--- src/sv/assert_macros.svh ---
// Assertion macros shared by the roulette wheel selection RTL.
`ifndef ASSERT_MACROS_SVH
`define ASSERT_MACROS_SVH

`ifndef SYNTHESIS

// Same-cycle implication, checked at every rising edge outside reset.
`define RWS_ASSERT_IMPLY(name, clk, rst_n, ante, cons) \
    name: assert property (@(posedge clk) disable iff (!rst_n) (ante) |-> (cons)) \
        else $error("rws assertion failed");

// Next-cycle implication, checked at every rising edge outside reset.
`define RWS_ASSERT_NEXT(name, clk, rst_n, ante, cons) \
    name: assert property (@(posedge clk) disable iff (!rst_n) (ante) |=> (cons)) \
        else $error("rws assertion failed");

`else

`define RWS_ASSERT_IMPLY(name, clk, rst_n, ante, cons)
`define RWS_ASSERT_NEXT(name, clk, rst_n, ante, cons)

`endif

`endif

--- src/sv/rws_pkg.sv ---
// Shared types and constants for roulette wheel selection.
`timescale 1ns / 1ps

package rws_pkg;

    localparam int FIT_W  = 32;
    localparam int RAND_W = 32;
    localparam int SUM_W  = 40;
    localparam int THR_W  = 41;
    localparam int PROD_W = 64;
    localparam int IDX_W  = 8;

    localparam logic KIND_LOAD = 1'b0;
    localparam logic KIND_DRAW = 1'b1;

    // Commands from the controller to the datapath.
    typedef struct packed {
        logic accept_load;
        logic accept_draw;
        logic mul_lo;
        logic mul_hi;
        logic sum;
        logic rd;
        logic cmp;
        logic out_load;
    } t_cmd;

    // Status from the datapath to the controller.
    typedef struct packed {
        logic seek_done;
        logic out_free;
    } t_status;

endpackage

--- src/sv/rws_ctrl.sv ---
// Controller state machine for roulette wheel selection.
`timescale 1ns / 1ps

module rws_ctrl (
    input  logic             i_clk,
    input  logic             i_rst_n,
    input  logic             i_in_valid,
    input  logic             i_kind,
    input  rws_pkg::t_status i_status,
    output logic             o_in_stall,
    output rws_pkg::t_cmd    o_cmd
);

    localparam logic [2:0] S_IDLE   = 3'd0;
    localparam logic [2:0] S_MUL_LO = 3'd1;
    localparam logic [2:0] S_MUL_HI = 3'd2;
    localparam logic [2:0] S_SUM    = 3'd3;
    localparam logic [2:0] S_SEEK   = 3'd4;
    localparam logic [2:0] S_CMP    = 3'd5;
    localparam logic [2:0] S_DONE   = 3'd6;

    logic [2:0] r_state;
    logic [2:0] n_state;
    logic       w_accept;

    assign o_in_stall = (r_state != S_IDLE);
    assign w_accept   = i_in_valid && (r_state == S_IDLE);

    always_comb begin
        n_state = r_state;
        o_cmd   = '0;
        case (r_state)
            S_IDLE: begin
                if (w_accept) begin
                    if (i_kind == rws_pkg::KIND_DRAW) begin
                        o_cmd.accept_draw = 1'b1;
                        n_state           = S_MUL_LO;
                    end else begin
                        o_cmd.accept_load = 1'b1;
                    end
                end
            end
            S_MUL_LO: begin
                o_cmd.mul_lo = 1'b1;
                n_state      = S_MUL_HI;
            end
            S_MUL_HI: begin
                o_cmd.mul_hi = 1'b1;
                n_state      = S_SUM;
            end
            S_SUM: begin
                o_cmd.sum = 1'b1;
                n_state   = S_SEEK;
            end
            S_SEEK: begin
                if (i_status.seek_done) begin
                    n_state = S_DONE;
                end else begin
                    o_cmd.rd = 1'b1;
                    n_state  = S_CMP;
                end
            end
            S_CMP: begin
                o_cmd.cmp = 1'b1;
                n_state   = S_SEEK;
            end
            S_DONE: begin
                // hold until the output register can take the item
                if (i_status.out_free) begin
                    o_cmd.out_load = 1'b1;
                    n_state        = S_IDLE;
                end
            end
            default: begin
                n_state = S_IDLE;
            end
        endcase
    end

    always_ff @(posedge i_clk) begin
        if (!i_rst_n) begin
            r_state <= S_IDLE;
        end else begin
            r_state <= n_state;
        end
    end

endmodule

--- config.mk ---
export PLATFORM = sky130hd
export DESIGN_NAME = rws_ctrl
export DESIGN_NICKNAME = d
export VERILOG_FILES = /design/src/sv/assert_macros.svh /design/src/sv/rws_pkg.sv /design/src/sv/rws_ctrl.sv
export SDC_FILE = /design/constraint.sdc
export NUM_CORES = 1
export LEC_CHECK = 0
export BUFFER_PORTS_ARGS = -buffer_cell sky130_fd_sc_hd__buf_2
export CAP_MARGIN = 20
export CORE_AREA = 4 4 41 43
export CTS_BUF_LIST = sky130_fd_sc_hd__clkbuf_16
export DETAILED_ROUTE_END_ITERATION = 8
export DIE_AREA = 0 0 45 47
export GPL_ROUTABILITY_DRIVEN = 1
export GPL_TIMING_DRIVEN = 0
export SLEW_MARGIN = 20
export SYNTH_ARGS = -nofsm -noshare
export SYNTH_HDL_FRONTEND = slang
export SYNTH_SLANG_ARGS = --single-unit
--- constraint.sdc ---
create_clock -name i_clk -period 1.2 [get_ports i_clk]
set_input_delay 0.12 -clock i_clk [delete_from_list [all_inputs] [get_ports i_clk]]
set_output_delay 0.12 -clock i_clk [all_outputs]
set_load 0.01 [all_outputs]
* Yosys cells after proc, flatten, opt, wreduce, memory -nomap -nowiden
Cells that the tools add are included.
** Storage, ports and cells
- Bits in writable memories :: 0
- Logic and storage cells :: 32
- Output and inout bits :: 9
- Input port bits :: 6
- Bits in latches :: 0
- Memories kept :: 0
- Bits in registers :: 3
- Bits in read-only memories :: 0
** Cells by class
- Bitwise operators :: 0
- Shift-type cells :: 0
- Reduce and logical (&&, ||, !) cells :: 5
- Add/subtract/negate cells :: 0
- Order comparisons :: 0
- Div/mod/pow operators :: 0
- Equality and inequality tests :: 9
- Muxes and demuxes :: 17
- Multipliers :: 0
** Operator list (number)
- $pmux 3 s6 :: 1
- $mux 1 :: 10
- $eq 3x3->1 const B :: 3
- $mux 3 :: 3
- $eq 3x2->1 const B :: 2
- $mux 2 :: 3
- $ne 2x2->1 const B :: 3
- $eq 3x1->1 const B :: 1
- $logic_not 3->1 :: 1
- $reduce_and 3->1 :: 1
- $reduce_bool 3->1 :: 1
- $reduce_or 2->1 :: 1
- $logic_and 1x1->1 :: 1

* Logic depth before layout (Yosys ltp)
- Depth after elaboration :: 4
- Depth in mapped cells :: 4
- Depth with buffers taken out :: 3

* Worst setup path after synthesis
OpenSTA, ideal clock, no wires.
- Path kind :: register -> output
- Start point :: reg r_state[2]
- End point :: out o_cmd[2] in the netlist's numbering
- Required time :: 1080 ps
- Setup slack :: 175 ps
- Cell stages (with the launch flop) :: 3
- Path buffers :: 1
- Arrival :: 905 ps
- Cell sequence :: dfxtp_1 > buf_4 > nor4b_1
** RTL lines
- from (decl) :: line rws_ctrl.sv:22 : logic [2:0] r_state;
- from (signal assigned) :: line rws_ctrl.sv:84 : r_state <= n_state;
- to (decl) :: line rws_ctrl.sv:11 : output rws_pkg::t_cmd o_cmd

==> flow_summary_export.csv <==
group,metric,value,unit
setup_path,crit_fanout,8,
cells_and_area,area_delta_synth_final,90.4,%
run,drv_cap,0,
die,die-height,47,um
cells_and_area,n_antenna_cell,0,
logic_synthesis,synth_edf_count,0,
power,p_per_area,1830,nW/um^2
cells_and_area,largest_reg_flops,3,
power,p_seq_frac,0.145,
setup_path,reg2reg_slack,0.14,ns
route,drc,0,
logic_synthesis,postSynth.asyncResetShare,0,
logic_synthesis,ys_seq_elements,3,
timing,layout_setup_ws,-0.0687,ns
clock_tree,cts_max_path_buffers,2,
setup_path,r2r_cells,5,
route,num_vias,278,
power,sw_frac_of_total,0.225,
grt,grt_max_degree,11,
route,drt-initial-drc-count,3,
logic_synthesis,ys_warn_count,0,
die,num_io_pins,15,
grt,grt_usage,0.0600,
timing,max_slew_margin,0.852,
outcome,status,"complete, but fails checks",
die,die_w,45,um
die,rows,13,
cells_and_area,nets,58,
place,gp_congestion,0.639,
timing,fin_crit_sh,1.06,
power,clkPwrFrac,0.591,
worst_hold_path,min_to,"r_state[2]",
logic_synthesis,avgSynthCellArea,8.85,um^2
clock_tree,h-tree-depth,1,
outcome,violations,"negative setup slack",
power,power_leakage,0.250,nW
grt,grt_remaining_overflow,0,
logic_synthesis,syn_nets,34,
clock_tree,path_clk_slew,0.03,ns
place,pre_cts_ws,0.0973,ns
grt,grt_pass1_wl,903,um
timing,worstMarginPinSlew,0.219,ns
grt,antenna_found_initial,0,
worst_hold_path,min-delay-start,"i_rst_n",
power,combPwrFrac,0.264,
route,wire_per_inst,9.58,um
power,p_switching,194,uW
cells_and_area,drive_gt1_frac,0.608,
clock_tree,cts.sinks,3,
worst_hold_path,hold_depth,2,
timing,setup-tns-final,-0.164,ns
setup_path,timing.rr.start,"r_state[2]",
timing,finalHoldViolCount,0,
timing,finalClockSkew,0.00214,ns
route,wl,632,um
timing,rsz0062_at_grt,"true",
logic_synthesis,yosysUniqueCellTypes,22,
timing,setup_viol,4,
power,power,863,uW
grt,first_global_vias,240,
worst_hold_path,worstHoldPathType,"in -> reg",
logic_synthesis,synthesis.area,248,um^2
route,first_pass_iters,4,
timing,clock.fmax,788,MHz
clock_tree,cts_root_buf,"clkbuf_16",
logic_synthesis,seq_area_frac_synth,0.242,
die,core_area,1300,um^2
logic_synthesis,netlist_instances,28,
cells_and_area,regMostFlops,"r_state",
setup_path,worst_r2r_endpoint,"r_state[1]",
clock_tree,cts_buffers,3,
power,p_int,669,uW
cells_and_area,nFillCells,145,
place,port-buffer-count,14,
clock_tree,clock_latency,0.22,ns
route,ant_nets,0,
timing,holdWs,0.141,ns
cells_and_area,final-seq-area,62.6,um^2
setup_path,arrival,1.15,ns
logic_synthesis,synth_ff_type,"dfxtp_1",
setup_path,cp-end-kind,"output pin",
die,start_util,0.190,
setup_path,critPathKind,"reg -> out",
power,peakVddDrop,771,uV
die,dieArea,2120,um^2
timing,maxSlewViolCount,0,
cells_and_area,reg_top3,"r_state (3)",
timing,finalCriticalPeriod,1.27,ns
clock_tree,cts_tree,"done",
route,vias_per_cell,4.21,
setup_path,critPathRequiredTime,1.08,ns
cells_and_area,multiInputGateArea,163,um^2
setup_path,start_kind,"flip-flop",
place,post-dp-hpwl,469,um
stage by stage:
step                 util  std cells  instance area, um^2
global placement    0.259         57                  337
detailed placement  0.259         57                  337
CTS                 0.345         64                  449
global route        0.363         66                  472
floorplan               -         28                  248
finish              0.363         66                  472
Yosys cell counts, types with 2 or more instances:
master / n / area share
dfxtp_1: 3 / 0.24
buf_6: 2 / 0.091
nor3b_2: 2 / 0.10
nand2_1: 2 / 0.030
nor2_1: 2 / 0.030
what timing repair did:
item | 4_1_cts | 5_1_grt
hold buffers | 0 | 0
hold endpoints to repair | 0 | 0
pin swaps | 4 | 5
buffers inserted | 2 | 3
gates cloned | 1 | 0
gates resized for setup | 4 | 2
setup endpoints to repair | 4 | 6
power groups by stage:
| stage | Clock (mW) | Sequential (mW) | Combinational, mW |
|---|---|---|---|
| 2_1_floorplan | 0 | 0.122 | 0.132 |
| 6_report | 0.510 | 0.125 | 0.228 |
| 3_3_place_gp | 0 | 0.123 | 0.187 |
| 3_5_place_dp | 0 | 0.124 | 0.187 |
| 5_1_grt | 0.533 | 0.126 | 0.249 |
| 4_1_cts | 0.521 | 0.125 | 0.226 |
cell usage in the layout, fill, tap and decap left out, types with 2 or more instances in the layout:
cell and count:
buf_2 14, buf_6 4, buf_4 4, clkbuf_16 3
nor3b_2 2, inv_1 2, nand2_1 2, dfxtp_2 2
kinds of logic after synthesis:
family,after synthesis,synth area share
compound gates,6,0.157
buf+inv,4,0.136
flops,3,0.242
simple gates,15,0.465
worst max-delay path, stage by stage, from the launching register on:
cell,delay [ns]
dfxtp_2,0.31
buf_6,0.13
nor3_4,0.20
and3_1,0.17
buf_2,0.12
layout make-up:
type,instances,area share
inverters,1,0.00796
well taps,15,0.0398
plain buffers,3,0.0716
flip-flops and latches,3,0.133
clock buffers,3,0.159
repair buffers,19,0.236
multi-input cells,21,0.345
clock inverters,1,0.00796
per-layer routing:
metal,up-vias,global-route usage,share of wire
met3,0,0.0345,0.089
met5,-,0,0
met4,0,0.0175,0
met1,124,0.0680,0.41
li1,146,-,-
met2,8,0.0960,0.50
worst max-delay path by stage:
stage	slack, ns	start	end	cells past startpoint
after floorplan	0.18	r_state[2]	o_cmd[2]	2
final	-0.07	r_state[2]	o_cmd[6]	4
after CTS	-0.07	r_state[1]	o_cmd[7]	5
after global routing	-0.10	r_state[2]	o_cmd[6]	4
after global placement	0.1	r_state[2]	o_cmd[6]	4
after detailed placement	0.1	r_state[2]	o_cmd[6]	4
(Power assumes the default switching activity.)
